<file path="src/hdl/tcpd_pkg.sv">
// ----------------------------------------------------------------------------
// tcpd_pkg: shared types and constants for the two-colour phase dither unit
// Holds field widths, configuration register indexes, the controller state
// type, the controller command and status groups and the result word layout.
// ----------------------------------------------------------------------------
package tcpd_pkg;

    localparam int unsigned PALETTE_ENTRIES_DEF = 16;
    localparam int unsigned MAX_PHASES_DEF      = 4;
    localparam int unsigned OUT_PHASES          = 4;

    localparam int unsigned COLOUR_W   = 8;
    localparam int unsigned RGB_W      = 24;
    localparam int unsigned ENTRY_W    = 4;
    localparam int unsigned FRAC_W     = 9;
    localparam int unsigned DIST_W     = 20;
    localparam int unsigned NPH_W      = 4;
    localparam int unsigned QUO_W      = 8;
    localparam int unsigned NUM_W      = 20;
    localparam int unsigned DEN_W      = 18;
    localparam int unsigned PROD_W     = 13;
    localparam int unsigned S_TDATA_W  = 32;
    localparam int unsigned M_TDATA_W  = 40;
    localparam int unsigned CFG_IDX_W  = 2;
    localparam int unsigned CFG_DATA_W = 20;
    localparam int unsigned CIU_W      = 5;
    localparam int unsigned PHC_W      = 3;

    // configuration register indexes
    localparam logic [CFG_IDX_W-1:0] REG_COLOURS_IN_USE = 2'd0;
    localparam logic [CFG_IDX_W-1:0] REG_PHASE_COUNT    = 2'd1;
    localparam logic [CFG_IDX_W-1:0] REG_NOISE_FLOOR    = 2'd2;

    // input word kinds
    localparam logic KIND_WRITE = 1'b0;
    localparam logic KIND_QUERY = 1'b1;

    localparam logic [FRAC_W-1:0] FRAC_FULL = 9'd256;

    typedef enum logic [2:0] {
        ST_IDLE,
        ST_SEARCH,
        ST_DRAIN,
        ST_PROJ,
        ST_PREP,
        ST_DIVIDE,
        ST_SCALE,
        ST_EMIT
    } state_t;

    typedef struct packed {
        logic       pal_wr;
        logic       load_src;
        logic       rd_en;
        logic       rd_last;
        logic       proj_en;
        logic [1:0] proj_comp;
        logic       div_init;
        logic       div_step;
        logic       scale_en;
        logic       out_load;
    } ctrl_cmd_t;

    typedef struct packed {
        logic srch_done;
        logic out_free;
    } ctrl_stat_t;

    // result word, lowest field in the lowest bits
    typedef struct packed {
        logic [6:0]          pad;
        logic [ENTRY_W-1:0]  phase_three_entry;
        logic [ENTRY_W-1:0]  phase_two_entry;
        logic [ENTRY_W-1:0]  phase_one_entry;
        logic [ENTRY_W-1:0]  phase_zero_entry;
        logic [FRAC_W-1:0]   mix_fraction;
        logic [ENTRY_W-1:0]  second_entry;
        logic [ENTRY_W-1:0]  nearest_entry;
    } result_t;

endpackage

</file>
<file path="src/hdl/tcpd_ram.sv">
// ----------------------------------------------------------------------------
// tcpd_ram: generic single-port-write, single-port-read RAM
// One write and one registered read per cycle.
// ----------------------------------------------------------------------------
module tcpd_ram #(
    parameter int unsigned WIDTH = 24,
    parameter int unsigned DEPTH = 16,
    localparam int unsigned AW   = $clog2(DEPTH)
) (
    input  logic             aclk,
    input  logic             we,
    input  logic [AW-1:0]    waddr,
    input  logic [WIDTH-1:0] wdata,
    input  logic [AW-1:0]    raddr,
    output logic [WIDTH-1:0] rdata
);

    logic [WIDTH-1:0] mem_reg [DEPTH];
    logic [WIDTH-1:0] rdata_reg;

    always_ff @(posedge aclk) begin
        if (we) begin
            mem_reg[waddr] <= wdata;
        end
        rdata_reg <= mem_reg[raddr];
    end

    assign rdata = rdata_reg;

endmodule

</file>
<file path="src/hdl/tcpd_ctrl.sv">
// ----------------------------------------------------------------------------
// tcpd_ctrl: sequencer for the dither lookup unit
// Steps a query through palette search, projection, division and output.
// ----------------------------------------------------------------------------
module tcpd_ctrl import tcpd_pkg::*; #(
    parameter int unsigned PALETTE_ENTRIES = PALETTE_ENTRIES_DEF,
    localparam int unsigned IDX_W          = $clog2(PALETTE_ENTRIES)
) (
    input  logic             aclk,
    input  logic             aresetn,
    input  logic             in_valid,
    input  logic             in_kind,
    input  logic [IDX_W-1:0] ncol_last,
    input  ctrl_stat_t       stat,
    output logic             in_ready,
    output ctrl_cmd_t        cmd,
    output logic [IDX_W-1:0] rd_addr
);

    state_t           state_reg, state_next;
    logic [IDX_W-1:0] addr_reg, addr_next;
    logic [2:0]       step_reg, step_next;

    always_ff @(posedge aclk) begin
        if (!aresetn) begin
            state_reg <= ST_IDLE;
            addr_reg  <= '0;
            step_reg  <= '0;
        end else begin
            state_reg <= state_next;
            addr_reg  <= addr_next;
            step_reg  <= step_next;
        end
    end

    // next state
    always_comb begin
        state_next = state_reg;
        unique case (state_reg)
            ST_IDLE: begin
                if (in_valid && in_kind == KIND_QUERY) begin
                    state_next = ST_SEARCH;
                end
            end
            ST_SEARCH: begin
                if (addr_reg == ncol_last) begin
                    state_next = ST_DRAIN;
                end
            end
            ST_DRAIN: begin
                if (stat.srch_done) begin
                    state_next = ST_PROJ;
                end
            end
            ST_PROJ: begin
                if (step_reg == 3'd2) begin
                    state_next = ST_PREP;
                end
            end
            ST_PREP: begin
                state_next = ST_DIVIDE;
            end
            ST_DIVIDE: begin
                if (step_reg == 3'd7) begin
                    state_next = ST_SCALE;
                end
            end
            ST_SCALE: begin
                state_next = ST_EMIT;
            end
            ST_EMIT: begin
                if (stat.out_free) begin
                    state_next = ST_IDLE;
                end
            end
            default: begin
                state_next = ST_IDLE;
            end
        endcase
    end

    // outputs and counters
    always_comb begin
        cmd       = '0;
        in_ready  = 1'b0;
        addr_next = addr_reg;
        step_next = step_reg;
        rd_addr   = addr_reg;
        unique case (state_reg)
            ST_IDLE: begin
                in_ready     = 1'b1;
                cmd.pal_wr   = in_valid && in_kind == KIND_WRITE;
                cmd.load_src = in_valid && in_kind == KIND_QUERY;
                addr_next    = '0;
            end
            ST_SEARCH: begin
                cmd.rd_en   = 1'b1;
                cmd.rd_last = addr_reg == ncol_last;
                addr_next   = addr_reg + 1'b1;
            end
            ST_DRAIN: begin
                step_next = '0;
            end
            ST_PROJ: begin
                cmd.proj_en   = 1'b1;
                cmd.proj_comp = step_reg[1:0];
                step_next     = step_reg + 1'b1;
            end
            ST_PREP: begin
                cmd.div_init = 1'b1;
                step_next    = '0;
            end
            ST_DIVIDE: begin
                cmd.div_step = 1'b1;
                step_next    = step_reg + 1'b1;
            end
            ST_SCALE: begin
                cmd.scale_en = 1'b1;
            end
            ST_EMIT: begin
                cmd.out_load = stat.out_free;
            end
            default: begin
                cmd = '0;
            end
        endcase
    end

endmodule

</file>
<file path="src/hdl/tcpd_dpath.sv">
// ----------------------------------------------------------------------------
// tcpd_dpath: datapath of the dither lookup unit
// Palette RAM, distance pipeline, best-two tracker, projection accumulators,
// restoring divider and phase threshold compare.
// ----------------------------------------------------------------------------
module tcpd_dpath import tcpd_pkg::*; #(
    parameter int unsigned PALETTE_ENTRIES = PALETTE_ENTRIES_DEF,
    localparam int unsigned IDX_W          = $clog2(PALETTE_ENTRIES)
) (
    input  logic                aclk,
    input  logic                aresetn,
    input  ctrl_cmd_t           cmd,
    input  logic [IDX_W-1:0]    rd_addr,
    input  logic [ENTRY_W-1:0]  in_entry,
    input  logic [COLOUR_W-1:0] in_red,
    input  logic [COLOUR_W-1:0] in_green,
    input  logic [COLOUR_W-1:0] in_blue,
    input  logic [NPH_W-1:0]    nph,
    input  logic [DIST_W-1:0]   noise_floor,
    output logic                srch_done,
    output result_t             res
);

    logic                pal_we;
    logic [RGB_W-1:0]    rdata;

    logic [COLOUR_W-1:0] src_r_reg, src_g_reg, src_b_reg;

    logic                r_valid_reg, r_last_reg;
    logic [IDX_W-1:0]    r_idx_reg;

    logic                s1_valid_reg, s1_last_reg;
    logic [IDX_W-1:0]    s1_idx_reg;
    logic [RGB_W-1:0]    s1_col_reg;
    logic [COLOUR_W-1:0] s1_dr_reg, s1_dg_reg, s1_db_reg;

    logic                s2_valid_reg, s2_last_reg;
    logic [IDX_W-1:0]    s2_idx_reg;
    logic [RGB_W-1:0]    s2_col_reg;
    logic [15:0]         sq_r_reg, sq_g_reg, sq_b_reg;

    logic                s3_valid_reg, s3_last_reg;
    logic [IDX_W-1:0]    s3_idx_reg;
    logic [RGB_W-1:0]    s3_col_reg;
    logic [DIST_W-1:0]   d_reg;

    logic                v0_reg, v1_reg;
    logic [IDX_W-1:0]    i0_reg, i1_reg;
    logic [DIST_W-1:0]   d0_reg, d1_reg;
    logic [RGB_W-1:0]    c0_reg, c1_reg;
    logic                done_reg;

    logic [COLOUR_W-1:0] pc_src, pc_a, pc_b;
    logic signed [8:0]   ba, ca;
    logic signed [17:0]  term_num, term_den;
    logic signed [NUM_W-1:0] num_reg;
    logic [DEN_W-1:0]    den_reg;

    logic                num_pos, den_nz, num_ge;
    logic                frac_zero_reg, frac_sat_reg;
    logic [DEN_W-1:0]    rem_reg;
    logic [DEN_W:0]      rem2;
    logic [QUO_W-1:0]    quo_reg;
    logic [FRAC_W-1:0]   frac_comb, frac_reg;

    logic [PROD_W-1:0]   prod;
    logic                dith;
    logic [ENTRY_W-1:0]  near_e, sec_e;
    logic [ENTRY_W-1:0]  ph [OUT_PHASES];

    assign pal_we = cmd.pal_wr && (9'(in_entry) < 9'(PALETTE_ENTRIES));

    tcpd_ram #(
        .WIDTH (RGB_W),
        .DEPTH (PALETTE_ENTRIES)
    ) u_palette (
        .aclk  (aclk),
        .we    (pal_we),
        .waddr (IDX_W'(in_entry)),
        .wdata ({in_red, in_green, in_blue}),
        .raddr (rd_addr),
        .rdata (rdata)
    );

    // source colour
    always_ff @(posedge aclk) begin
        if (cmd.load_src) begin
            src_r_reg <= in_red;
            src_g_reg <= in_green;
            src_b_reg <= in_blue;
        end
    end

    // distance pipeline valid/last bits
    always_ff @(posedge aclk) begin
        if (!aresetn) begin
            r_valid_reg  <= 1'b0;
            s1_valid_reg <= 1'b0;
            s2_valid_reg <= 1'b0;
            s3_valid_reg <= 1'b0;
            done_reg     <= 1'b0;
        end else begin
            r_valid_reg  <= cmd.rd_en;
            s1_valid_reg <= r_valid_reg;
            s2_valid_reg <= s1_valid_reg;
            s3_valid_reg <= s2_valid_reg;
            done_reg     <= s3_valid_reg && s3_last_reg;
        end
    end

    always_ff @(posedge aclk) begin
        r_last_reg  <= cmd.rd_last;
        r_idx_reg   <= rd_addr;

        s1_last_reg <= r_last_reg;
        s1_idx_reg  <= r_idx_reg;
        s1_col_reg  <= rdata;
        s1_dr_reg   <= (src_r_reg > rdata[23:16]) ? src_r_reg - rdata[23:16]
                                                  : rdata[23:16] - src_r_reg;
        s1_dg_reg   <= (src_g_reg > rdata[15:8]) ? src_g_reg - rdata[15:8]
                                                 : rdata[15:8] - src_g_reg;
        s1_db_reg   <= (src_b_reg > rdata[7:0]) ? src_b_reg - rdata[7:0]
                                                : rdata[7:0] - src_b_reg;

        s2_last_reg <= s1_last_reg;
        s2_idx_reg  <= s1_idx_reg;
        s2_col_reg  <= s1_col_reg;
        sq_r_reg    <= 16'(s1_dr_reg) * 16'(s1_dr_reg);
        sq_g_reg    <= 16'(s1_dg_reg) * 16'(s1_dg_reg);
        sq_b_reg    <= 16'(s1_db_reg) * 16'(s1_db_reg);

        // 2:5:1 weighting
        s3_last_reg <= s2_last_reg;
        s3_idx_reg  <= s2_idx_reg;
        s3_col_reg  <= s2_col_reg;
        d_reg       <= {3'b000, sq_r_reg, 1'b0} + {2'b00, sq_g_reg, 2'b00}
                     + {4'b0000, sq_g_reg} + {4'b0000, sq_b_reg};
    end

    // keep the nearest two, earlier entry wins a tie
    always_ff @(posedge aclk) begin
        if (!aresetn) begin
            v0_reg <= 1'b0;
            v1_reg <= 1'b0;
        end else if (cmd.load_src) begin
            v0_reg <= 1'b0;
            v1_reg <= 1'b0;
        end else if (s3_valid_reg) begin
            if (!v0_reg || d_reg < d0_reg) begin
                v1_reg <= v0_reg;
                v0_reg <= 1'b1;
            end else if (!v1_reg || d_reg < d1_reg) begin
                v1_reg <= 1'b1;
            end
        end
    end

    always_ff @(posedge aclk) begin
        if (s3_valid_reg) begin
            if (!v0_reg || d_reg < d0_reg) begin
                i1_reg <= i0_reg;
                d1_reg <= d0_reg;
                c1_reg <= c0_reg;
                i0_reg <= s3_idx_reg;
                d0_reg <= d_reg;
                c0_reg <= s3_col_reg;
            end else if (!v1_reg || d_reg < d1_reg) begin
                i1_reg <= s3_idx_reg;
                d1_reg <= d_reg;
                c1_reg <= s3_col_reg;
            end
        end
    end

    assign srch_done = done_reg;

    // projection, one colour component a cycle
    always_comb begin
        case (cmd.proj_comp)
            2'd0: begin
                pc_src = src_r_reg;
                pc_a   = c0_reg[23:16];
                pc_b   = c1_reg[23:16];
            end
            2'd1: begin
                pc_src = src_g_reg;
                pc_a   = c0_reg[15:8];
                pc_b   = c1_reg[15:8];
            end
            default: begin
                pc_src = src_b_reg;
                pc_a   = c0_reg[7:0];
                pc_b   = c1_reg[7:0];
            end
        endcase
        ba       = $signed({1'b0, pc_b}) - $signed({1'b0, pc_a});
        ca       = $signed({1'b0, pc_src}) - $signed({1'b0, pc_a});
        term_num = ca * ba;
        term_den = ba * ba;
    end

    always_ff @(posedge aclk) begin
        if (cmd.proj_en) begin
            if (cmd.proj_comp == 2'd0) begin
                num_reg <= NUM_W'(term_num);
                den_reg <= DEN_W'($unsigned(term_den));
            end else begin
                num_reg <= num_reg + NUM_W'(term_num);
                den_reg <= den_reg + DEN_W'($unsigned(term_den));
            end
        end
    end

    // restoring divide: num * 256 / den, num below den here
    assign num_pos = !num_reg[NUM_W-1] && (num_reg != '0);
    assign den_nz  = den_reg != '0;
    assign num_ge  = num_reg >= $signed({2'b00, den_reg});
    assign rem2    = {rem_reg, 1'b0};

    always_ff @(posedge aclk) begin
        if (cmd.div_init) begin
            frac_zero_reg <= !(v1_reg && den_nz && num_pos);
            frac_sat_reg  <= v1_reg && den_nz && num_pos && num_ge;
            rem_reg       <= DEN_W'($unsigned(num_reg));
            quo_reg       <= '0;
        end else if (cmd.div_step) begin
            if (rem2 >= {1'b0, den_reg}) begin
                rem_reg <= DEN_W'(rem2 - {1'b0, den_reg});
                quo_reg <= {quo_reg[QUO_W-2:0], 1'b1};
            end else begin
                rem_reg <= rem2[DEN_W-1:0];
                quo_reg <= {quo_reg[QUO_W-2:0], 1'b0};
            end
        end
    end

    assign frac_comb = frac_zero_reg ? '0 :
                       frac_sat_reg  ? FRAC_FULL : {1'b0, quo_reg};

    always_ff @(posedge aclk) begin
        if (cmd.scale_en) begin
            frac_reg <= frac_comb;
        end
    end

    // frac > (2p+1)*256/(2n)  <=>  frac*n > (2p+1)*128
    assign prod   = PROD_W'(frac_reg) * PROD_W'(nph);
    assign dith   = (nph > NPH_W'(1)) && v1_reg && (d0_reg > noise_floor);
    assign near_e = ENTRY_W'(i0_reg);
    assign sec_e  = v1_reg ? ENTRY_W'(i1_reg) : ENTRY_W'(i0_reg);

    always_comb begin
        for (int p = 0; p < OUT_PHASES; p++) begin
            if (dith && (NPH_W'(p) < nph) && (prod > PROD_W'((2 * p + 1) * 128))) begin
                ph[p] = sec_e;
            end else begin
                ph[p] = near_e;
            end
        end
    end

    always_comb begin
        res                   = '0;
        res.nearest_entry     = near_e;
        res.second_entry      = sec_e;
        res.mix_fraction      = frac_reg;
        res.phase_zero_entry  = ph[0];
        res.phase_one_entry   = ph[1];
        res.phase_two_entry   = ph[2];
        res.phase_three_entry = ph[3];
    end

endmodule

</file>
<file path="src/hdl/two_colour_phase_dither_lut_unit.sv">
// ----------------------------------------------------------------------------
// two_colour_phase_dither_lut_unit: phase dither entry builder over a palette
// Loads a palette and, per query colour, returns the nearest two entries,
// the mix fraction between them and the entry for each dither phase.
// ----------------------------------------------------------------------------
// Usage:
//   Input words arrive on s_axis-style ports. s_tuser = 0 writes the colour
//   in s_tdata into palette entry s_tdata[3:0] and gives no result.
//   s_tuser = 1 queries the colour; one result word follows on the m_ ports.
//   A query walks the first N searched palette entries through a single RAM
//   read port, one a cycle, then drains the distance pipeline, runs the
//   projection, a set-up step and the restoring divider (one quotient bit a
//   cycle), then forms the result and loads it. s_tready returns high in the
//   same cycle that m_tvalid rises. The result sits in an output register,
//   so a new word is accepted while the previous result waits; a finished
//   query holds in its last step until that register frees up. A stalled
//   receiver only stalls the next query.
//   Reset (aresetn low, synchronous) sets colours_in_use to 16, phase_count
//   to 4 and noise_floor to 512, and empties the output register. Palette
//   contents are not cleared and must be written before they are searched.
//   The user must write configuration through cfg_wr_en/cfg_index/cfg_wdata only while idle; it is unchecked.
// ----------------------------------------------------------------------------
module two_colour_phase_dither_lut_unit import tcpd_pkg::*; #(
    parameter int unsigned PALETTE_ENTRIES = PALETTE_ENTRIES_DEF,
    parameter int unsigned MAX_PHASES      = MAX_PHASES_DEF
) (
    input  logic                  aclk,
    input  logic                  aresetn,
    // entry[3:0], red[11:4], green[19:12], blue[27:20], zero [31:28]
    input  logic [S_TDATA_W-1:0]  s_tdata,
    // kind[0]
    input  logic                  s_tuser,
    input  logic                  s_tvalid,
    output logic                  s_tready,
    // nearest_entry[3:0], second_entry[7:4], mix_fraction[16:8],
    // phase_zero_entry[20:17], phase_one_entry[24:21],
    // phase_two_entry[28:25], phase_three_entry[32:29], zero [39:33]
    output logic [M_TDATA_W-1:0]  m_tdata,
    output logic                  m_tvalid,
    input  logic                  m_tready,
    input  logic                  cfg_wr_en,
    input  logic [CFG_IDX_W-1:0]  cfg_index,
    input  logic [CFG_DATA_W-1:0] cfg_wdata
);

    localparam int unsigned IDX_W = $clog2(PALETTE_ENTRIES);

    logic [CIU_W-1:0]  colours_in_use_reg;
    logic [PHC_W-1:0]  phase_count_reg;
    logic [DIST_W-1:0] noise_floor_reg;

    logic [8:0]        ncol;
    logic [IDX_W-1:0]  ncol_last;
    logic [NPH_W-1:0]  nph;

    ctrl_cmd_t         cmd;
    ctrl_stat_t        stat;
    logic [IDX_W-1:0]  rd_addr;
    logic              srch_done;
    result_t           res;

    result_t           out_reg;
    logic              m_tvalid_reg, m_tvalid_next;
    logic              out_free;

    // configuration registers
    always_ff @(posedge aclk) begin
        if (!aresetn) begin
            colours_in_use_reg <= CIU_W'(16);
            phase_count_reg    <= PHC_W'(4);
            noise_floor_reg    <= DIST_W'(512);
        end else if (cfg_wr_en) begin
            unique case (cfg_index)
                REG_COLOURS_IN_USE: colours_in_use_reg <= cfg_wdata[CIU_W-1:0];
                REG_PHASE_COUNT:    phase_count_reg    <= cfg_wdata[PHC_W-1:0];
                REG_NOISE_FLOOR:    noise_floor_reg    <= cfg_wdata[DIST_W-1:0];
                default: begin
                    // drop writes outside the register list
                end
            endcase
        end
    end

    // saturate searched entries to 1..PALETTE_ENTRIES
    assign ncol = (colours_in_use_reg == '0) ? 9'd1 :
                  (9'(colours_in_use_reg) > 9'(PALETTE_ENTRIES)) ? 9'(PALETTE_ENTRIES) :
                  9'(colours_in_use_reg);
    assign ncol_last = IDX_W'(ncol - 9'd1);

    // saturate phase count to 1..MAX_PHASES
    assign nph = (phase_count_reg == '0) ? NPH_W'(1) :
                 (NPH_W'(phase_count_reg) > NPH_W'(MAX_PHASES)) ? NPH_W'(MAX_PHASES) :
                 NPH_W'(phase_count_reg);

    assign out_free       = !m_tvalid_reg || m_tready;
    assign stat.srch_done = srch_done;
    assign stat.out_free  = out_free;

    tcpd_ctrl #(
        .PALETTE_ENTRIES (PALETTE_ENTRIES)
    ) u_ctrl (
        .aclk      (aclk),
        .aresetn   (aresetn),
        .in_valid  (s_tvalid),
        .in_kind   (s_tuser),
        .ncol_last (ncol_last),
        .stat      (stat),
        .in_ready  (s_tready),
        .cmd       (cmd),
        .rd_addr   (rd_addr)
    );

    tcpd_dpath #(
        .PALETTE_ENTRIES (PALETTE_ENTRIES)
    ) u_dpath (
        .aclk        (aclk),
        .aresetn     (aresetn),
        .cmd         (cmd),
        .rd_addr     (rd_addr),
        .in_entry    (s_tdata[3:0]),
        .in_red      (s_tdata[11:4]),
        .in_green    (s_tdata[19:12]),
        .in_blue     (s_tdata[27:20]),
        .nph         (nph),
        .noise_floor (noise_floor_reg),
        .srch_done   (srch_done),
        .res         (res)
    );

    // output register: load on a finished query, drop once taken
    always_comb begin
        m_tvalid_next = m_tvalid_reg;
        if (cmd.out_load) begin
            m_tvalid_next = 1'b1;
        end else if (m_tready) begin
            m_tvalid_next = 1'b0;
        end
    end

    always_ff @(posedge aclk) begin
        if (!aresetn) begin
            m_tvalid_reg <= 1'b0;
        end else begin
            m_tvalid_reg <= m_tvalid_next;
        end
    end

    always_ff @(posedge aclk) begin
        if (cmd.out_load) begin
            out_reg <= res;
        end
    end

    assign m_tvalid = m_tvalid_reg;
    assign m_tdata  = out_reg;

    // never overwrite a word the receiver has not taken
    a_load_when_free: assert property (@(posedge aclk) disable iff (!aresetn)
        cmd.out_load |-> out_free)
        else $error("result loaded over a pending word");

    // a query holds off the input until its result is built
    a_query_busy: assert property (@(posedge aclk) disable iff (!aresetn)
        (s_tvalid && s_tready && s_tuser == KIND_QUERY) |=> !s_tready)
        else $error("input accepted during a query");

    // mix fraction stays clamped
    a_frac_range: assert property (@(posedge aclk) disable iff (!aresetn)
        m_tvalid |-> (m_tdata[16:8] <= FRAC_FULL))
        else $error("mix fraction above 256");

    // zero fraction means every phase takes the nearest entry
    a_zero_frac_nearest: assert property (@(posedge aclk) disable iff (!aresetn)
        (m_tvalid && m_tdata[16:8] == '0) |->
            (m_tdata[20:17] == m_tdata[3:0] && m_tdata[24:21] == m_tdata[3:0] &&
             m_tdata[28:25] == m_tdata[3:0] && m_tdata[32:29] == m_tdata[3:0]))
        else $error("phase differs from nearest with zero fraction");

endmodule
</file>
<file path="config.mk">
export PLATFORM = sky130hd
export DESIGN_NAME = two_colour_phase_dither_lut_unit
export DESIGN_NICKNAME = d
export VERILOG_FILES = /design/src/hdl/tcpd_pkg.sv /design/src/hdl/tcpd_ram.sv /design/src/hdl/tcpd_ctrl.sv /design/src/hdl/tcpd_dpath.sv /design/src/hdl/two_colour_phase_dither_lut_unit.sv
export SDC_FILE = /design/constraint.sdc
export NUM_CORES = 2
export LEC_CHECK = 0
export ABC_AREA = 1
export ABC_CLOCK_PERIOD_IN_PS = 17900
export BUFFER_PORTS_ARGS = -buffer_cell sky130_fd_sc_hd__buf_4
export CAP_MARGIN = 20
export CORE_MARGIN = 10
export CORE_UTILIZATION = 56
export DETAILED_ROUTE_END_ITERATION = 7
export PLACE_DENSITY_LB_ADDON = 0.12
export SYNTH_ARGS = -nofsm -noshare
export SYNTH_HDL_FRONTEND = slang
export SYNTH_SLANG_ARGS = --single-unit
</file>
<file path="constraint.sdc">
create_clock -name aclk -period 17.9 [get_ports aclk]
set_input_delay 1.79 -clock aclk [delete_from_list [all_inputs] [get_ports aclk]]
set_output_delay 1.79 -clock aclk [all_outputs]
set_load 0.02 [all_outputs]
</file>
-- Yosys cells after proc, flatten, opt, wreduce, memory -nomap -nowiden
Memory sizes are Yosys's and may differ from the RTL's. A register that Yosys moved wholly into a read port is not among the register bits.
Index checks and enable logic that the tools add are counted.
Widths: inputs -> output; s select.
- logic and storage cells: 218
- memories: 1
- bits in writable memories: 384
- flip-flop bits (word level): 458
- output and inout bits: 42
- add/sub/neg operators: 17
- equal/unequal tests: 19
- bitwise gates (word level): 2
- reductions and logical operators: 47
- mux-type cells: 51
- $lt $le $gt $ge: 19
- $mul: 6
- memory list (memory ; words ; bits a word ; read ports ; clocked after memory_dff ; write ports ; RTL line ; text):
    u_dpath.u_palette.mem_reg ; 16 ; 24 ; 1 ; 1 ; 1 ; tcpd_ram.sv:18 ; logic [WIDTH-1:0] mem_reg [DEPTH];
- operators with widths (operator ; count):
    $mux 18 ; 4
    $mux 20 ; 3
    $mul 8x8->16 ; 3
    $mux 24 ; 2
    $pmux 8 s2 ; 3
    $sub 8x8->8 ; 6
    $add 20x16->20 ; 2
    $lt 20x20->1 ; 2
    $mul 9x9->18 ; 2
    $mux 4 ; 9
    $mux 3 ; 9
    $gt 13x10->1 const B ; 2
    $gt 8x8->1 ; 3
    $mux 8 ; 3
    $pmux 3 s8 ; 1
    $add 20x18->20 ; 1
    $ge 20x19->1 ; 1
    $gt 20x20->1 ; 1
    $reduce_bool 20->1 ; 1
    $add 17x18->19 ; 1
    $ge 19x18->1 ; 1
    $add 18x18->18 ; 1
    $reduce_bool 18->1 ; 1
    $sub 18x18->18 ; 1
    other kinds (36) ; 98

-- Logic depth before layout (Yosys ltp)
- depth after elaboration: 9
- mapped depth: 51
- gate-level depth less buffers: 48

-- Cells and area by module
A second synthesis with hierarchy kept.
- cells, all modules: 5892
- area, all modules: 53067.1 um2
- modules (own cells, without submodules) (module ; instances ; area each (um2) ; cells an instance):
    tcpd_dpath ; 1 ; 32880.3 ; 3934
    tcpd_ram ; 1 ; 16951.3 ; 1597
    two_colour_phase_dither_lut_unit ; 1 ; 2493.6 ; 239
    tcpd_ctrl ; 1 ; 742.0 ; 122

-- Worst setup path after synthesis
OpenSTA, ideal clock, no wires.
- path type: register to register
- from: register u_ctrl.state_reg[0]
- to: register u_dpath.den_reg[17] (data pin)
- path slack: 9.028 ns
- data arrival time: 8.614 ns
- clock period less this slack: 8.872 ns
- setup time: 0.259 ns
- stages on the path, launching flop included: 46
- data required time: 17.641 ns
- cell sequence: dfxtp_1 -> ha_1 -> inv_2 -> nor2_4 -> o21ai_2 -> buf_6 -> clkbuf_1 -> nand2_1 -> nand2_1 -> a21oi_1 -> inv_1 -> fa_1 -> inv_1 -> nand3_1 -> nand2_2 -> nand4_1 -> nand3_2 -> buf_4 -> (+10 left out) -> ha_1 -> a21oi_1 -> o21ai_0 -> a21oi_1 -> nor2_1 -> nor2_1 -> inv_1 -> or2_2 -> nand2_1 -> inv_1 -> ha_1 -> nand3_1 -> nor3_1 -> nand4_1 -> nand3_1 -> nor2_1 -> o211ai_1 -> nand2_1
- word-level cells in the longest chain between the ends: 8
- elaborated cells on any way between the ends: 10
- classes of those cells: add/sub (2); mul (1); eq/ne (2); mux (4); reduce/logical (1)
- RTL lines (item ; RTL line ; text):
    from (decl) ; tcpd_ctrl.sv:20 ; state_t state_reg, state_next;
    from (signal assigned) ; tcpd_ctrl.sv:30 ; state_reg <= state_next;
    $eq 3x2->1 * ; tcpd_ctrl.sv:89 ; unique case (state_reg)
    $mux 3 * ; tcpd_ctrl.sv:89 ;
    $eq 2x1->1 or $logic_not 2->1 (tied branches) ; tcpd_dpath.sv:179, tcpd_dpath.sv:204 ;
    $pmux 8 s2 ; tcpd_dpath.sv:179 ; case (cmd.proj_comp)
    $sub 8x8->9 ; tcpd_dpath.sv:196 ; ba = $signed({1'b0, pc_b}) - $signed({1'b0, pc_a});
    $mul 9x9->18 ; tcpd_dpath.sv:199 ; term_den = ba * ba;
    $add 18x18->18 ; tcpd_dpath.sv:209 ; den_reg <= den_reg + DEN_W'($unsigned(term_den));
    $mux 18 * ; tcpd_dpath.sv:204 ; if (cmd.proj_comp == 2'd0) begin
    to (signal assigned) ; tcpd_dpath.sv:206 ; den_reg <= DEN_W'($unsigned(term_den));
    to (signal assigned) ; tcpd_dpath.sv:209 ;
    to (decl) ; tcpd_dpath.sv:57 ; logic [DEN_W-1:0] den_reg;
Every way passes the cells marked *; elsewhere a longest branch is shown, timed or not.
A chain may end at the register's enable or synchronous reset.

-- Worst setup path in the final report
- from: register u_ctrl.state_reg[0]
- to: register u_dpath.num_reg[19] (data pin)
- word-level cells in the longest chain between the ends: 8
- elaborated cells on any way between the ends: 12
- classes of those cells: add/sub (3); mul (1); eq/ne (2); mux (5); reduce/logical (1)
- RTL lines (item ; RTL line ; text):
    $eq 3x2->1 * ; tcpd_ctrl.sv:89 ;
    $mux 3 * ; tcpd_ctrl.sv:89 ;
    $eq 2x1->1 or $logic_not 2->1 (tied branches) ; tcpd_dpath.sv:179, tcpd_dpath.sv:204 ;
    $pmux 8 s2 ; tcpd_dpath.sv:179 ;
    $sub 8x8->9 (on tied branches) ; tcpd_dpath.sv:197, tcpd_dpath.sv:196 ;
    $mul 9x9->18 ; tcpd_dpath.sv:198 ; term_num = ca * ba;
    $add 20x18->20 ; tcpd_dpath.sv:208 ; num_reg <= num_reg + NUM_W'(term_num);
    $mux 20 * ; tcpd_dpath.sv:204 ;
    to (signal assigned) ; tcpd_dpath.sv:205 ; num_reg <= NUM_W'(term_num);
    to (signal assigned) ; tcpd_dpath.sv:208 ;
    to (decl) ; tcpd_dpath.sv:56 ; logic signed [NUM_W-1:0] num_reg;
Marked as above.

==> flow_summary_export.csv <==
group,metric,value,unit
status,status,"finished, final reports clean",
final_layout,multi_input_area,23820,sq um
sta,post-route-period-util,56.85,%
sta,min_period,10.18,ns
floorplanning,io_pins,102,
route,first_pass_iters,5,
sta,rsz0062_at_grt,"false",
final_layout,regArea,23330,sq um
critical_path,worstPathMaxFanout,59,
sta,worstMarginPinSlew,1.118,ns
logic_synthesis,mappedNetlistArea,50550,sq um
grt,overflow,0,
logic_synthesis,async_flop_share,0,%
final_layout,drive_gt1_share,6.863,%
floorplanning,start_util,56.34,%
critical_path,startpoint_type,"flop",
route,wl_per_cell,17.76,um
route,routed_via_density,5.391,
route,drcViolationCount,0,
cts,cts_max_level,3,
floorplanning,dieArea,102700,sq um
cts,cts_tree,"done",
cts,cts_setup_buffers,0,
cts,hold_buffers,0,
run,max_cap_violations,0,
critical_path,slowest_delay,0.64,ns
logic_synthesis,avgSynthCellArea,9.862,sq um
cts,cts.sinks,863,
grt,grt_pass1_wl,183800,um
grt,antenna_found_initial,6,
place,place.gp.congestion,0.8768,
floorplanning,die_w,320.5,um
place,dpl.hpwl,81180,um
sta,finClkSkew,0.08527,ns
sta,hold_viol,0,
sta,finalSetupViolCount,0,
route,drtAntennaViolNets,0,
critical_path,crit_path_end_kind,"flop",
logic_synthesis,synth_seq_area_share,46.13,%
critical_path,critPathKind,"reg2reg",
cts,clk_path_buf_depth,3,
sta,slew_viol_final,0,
final_layout,fill_cells,7466,
logic_synthesis,synth-edff-count,604,
logic_synthesis,synth.distinct_cells,63,
critical_path,cp_slowest_cell,"xor2_2",
sta,tns,0,ns
floorplanning,die_y,320.5,um
route,totalWireLength,114400,um
logic_synthesis,synth_flop_cell,"edfxtp_1",
cts,clk_pin_slew,0.06,ns
grt,first_global_vias,34450,
critical_path,arrival,10.57,ns
floorplanning,rows,110,
route,drt-initial-drc-count,2419,
cts,clk_latency,0.70,ns
logic_synthesis,synth_cells,5126,
cts,numCtsBuffers,89,
final_layout,largest_register_ffs,384,
critical_path,required,18.30,ns
sta,relSlewSlack,25.28,%
final_layout,fin_nets,5882,
final_layout,area_growth,9.776,%
worst_hold_path,hold_class,"reg2reg",
logic_synthesis,synth-seq-cells,863,
critical_path,critPathMostFrequentCell,"inv_1",
cts,root_buffer,"clkbuf_16",
cts,cts_resized,0,
logic_synthesis,synth_warnings,0,
floorplanning,core_area,89740,sq um
place,io_buffer_count,90,
sta,max_freq,0.09828,GHz
grt,track_usage,22.35,%
route,vias,34720,
grt,grt_max_degree,79,
## critical path: cells and delay by family, from the launching register on
| family | cells | cell delay (ns) |
|---|---|---|
| buffers and inverters | 12 | 2.03 |
| AO/OA/AOI/OAI | 4 | 0.58 |
| XOR/XNOR | 2 | 1.04 |
| AND/OR/NAND/NOR | 16 | 1.88 |
| flip-flops | 1 | 0.37 |
| adder cells (fa/ha/maj) | 9 | 3.99 |
## path summary, 6_finish.rpt
path	startpoint	endpoint	slack [ns]	cells after the start
setup / recovery	u_ctrl.state_reg[0]	u_dpath.num_reg[19]	7.72	43
hold / removal	u_dpath.r_last_reg	u_dpath.s1_last_reg	0.29	0
setup reg to reg	u_ctrl.state_reg[0]	u_dpath.num_reg[19]	7.72	43
hold reg to reg	u_dpath.r_last_reg	u_dpath.s1_last_reg	0.29	0
## final cells by class
type | count | area share, %
clock buffers | 134 | 4.746
multi-input cells | 3343 | 42.93
clock inverters | 34 | 0.7688
well taps | 1176 | 2.651
diodes | 4 | 0.01804
flip-flops and latches | 863 | 42.04
inverters | 771 | 5.222
repair buffers | 115 | 1.623
## synthesized netlist by cell type, types with 11 or more instances
| library cell | count | area share [%] |
|---|---|---|
| buf_4 | 11 | 0.16 |
| a21o_1 | 15 | 0.22 |
| nand2_1 | 897 | 6.7 |
| nor4_1 | 12 | 0.15 |
| dfxtp_1 | 259 | 10 |
| nor2_1 | 405 | 3.0 |
| inv_2 | 14 | 0.10 |
| buf_1 | 13 | 0.097 |
| or2_2 | 16 | 0.20 |
| nor3_1 | 23 | 0.23 |
| clkbuf_1 | 122 | 0.91 |
| fa_1 | 236 | 9.3 |
| nor2_2 | 19 | 0.24 |
| xor2_1 | 108 | 1.9 |
| o22ai_1 | 22 | 0.27 |
| o221ai_1 | 89 | 1.5 |
| a21oi_1 | 276 | 2.7 |
| o211ai_1 | 15 | 0.22 |
| o21ai_0 | 317 | 3.1 |
| xnor2_1 | 74 | 1.3 |
| edfxtp_1 | 604 | 36 |
| nand4_1 | 33 | 0.41 |
| o21bai_1 | 11 | 0.16 |
| nand2_2 | 11 | 0.14 |
| inv_1 | 752 | 5.6 |
| ha_1 | 403 | 10 |
| nand3_1 | 168 | 1.7 |
| mux2i_1 | 82 | 1.6 |
## cell families (layout without fill, tap and decap cells)
logic type / count (synthesis) / after routing / synth area share (%)
and+or+nand+nor: 1616 / 1616 / 13.27
buffers and inverters: 931 / 1054 / 7.128
other: 1 / 16 / 0.007418
xor gates and xnor gates: 184 / 184 / 3.218
AOI/OAI and AO/OA: 809 / 809 / 9.274
adders and majority gates: 639 / 639 / 19.32
DFF: 863 / 863 / 46.13
muxes: 83 / 83 / 1.646
## layout by cell type, fill, tap and decap left out, drive strengths merged, types with 19 or more instances in the layout
master,count
nand2,912
inv,772
edfxtp,604
nor2,427
ha,403
o21ai,323
a21oi,278
dfxtp,259
fa,236
nand3,174
clkbuf,134
buf,115
xor2,110
o221ai,89
mux2i,82
xnor2,74
nand4,33
clkinv,29
nor3,23
o22ai,22
or2,19
## stage by stage
step	setup WS (ns)	instance area, sq um	instances	hold slack [ns]	util [%]
6_report	7.725	55500	6440	0.2893	61.84
5_1_grt	6.932	55500	6440	0.2883	61.84
4_1_cts	7.702	55450	6434	0.2851	61.79
3_5_place_dp	7.768	52390	6266	0.3121	58.38
3_3_place_gp	7.764	52370	6265	0.3097	58.35
2_1_floorplan	9.028	50590	5137	0.3096	-
## metal layers
metal,share of wire [%],track usage [%],vias to the layer above
li1,-,-,17190
met2,49,39.22,741
met5,0.011,0,-
met3,4.2,2.714,195
met4,3.3,7.915,2
met1,43,28.22,16590
Power is left out: the tool's default activity adds up to more than one toggle a clock period on the data nets, which glitch-free logic cannot reach.
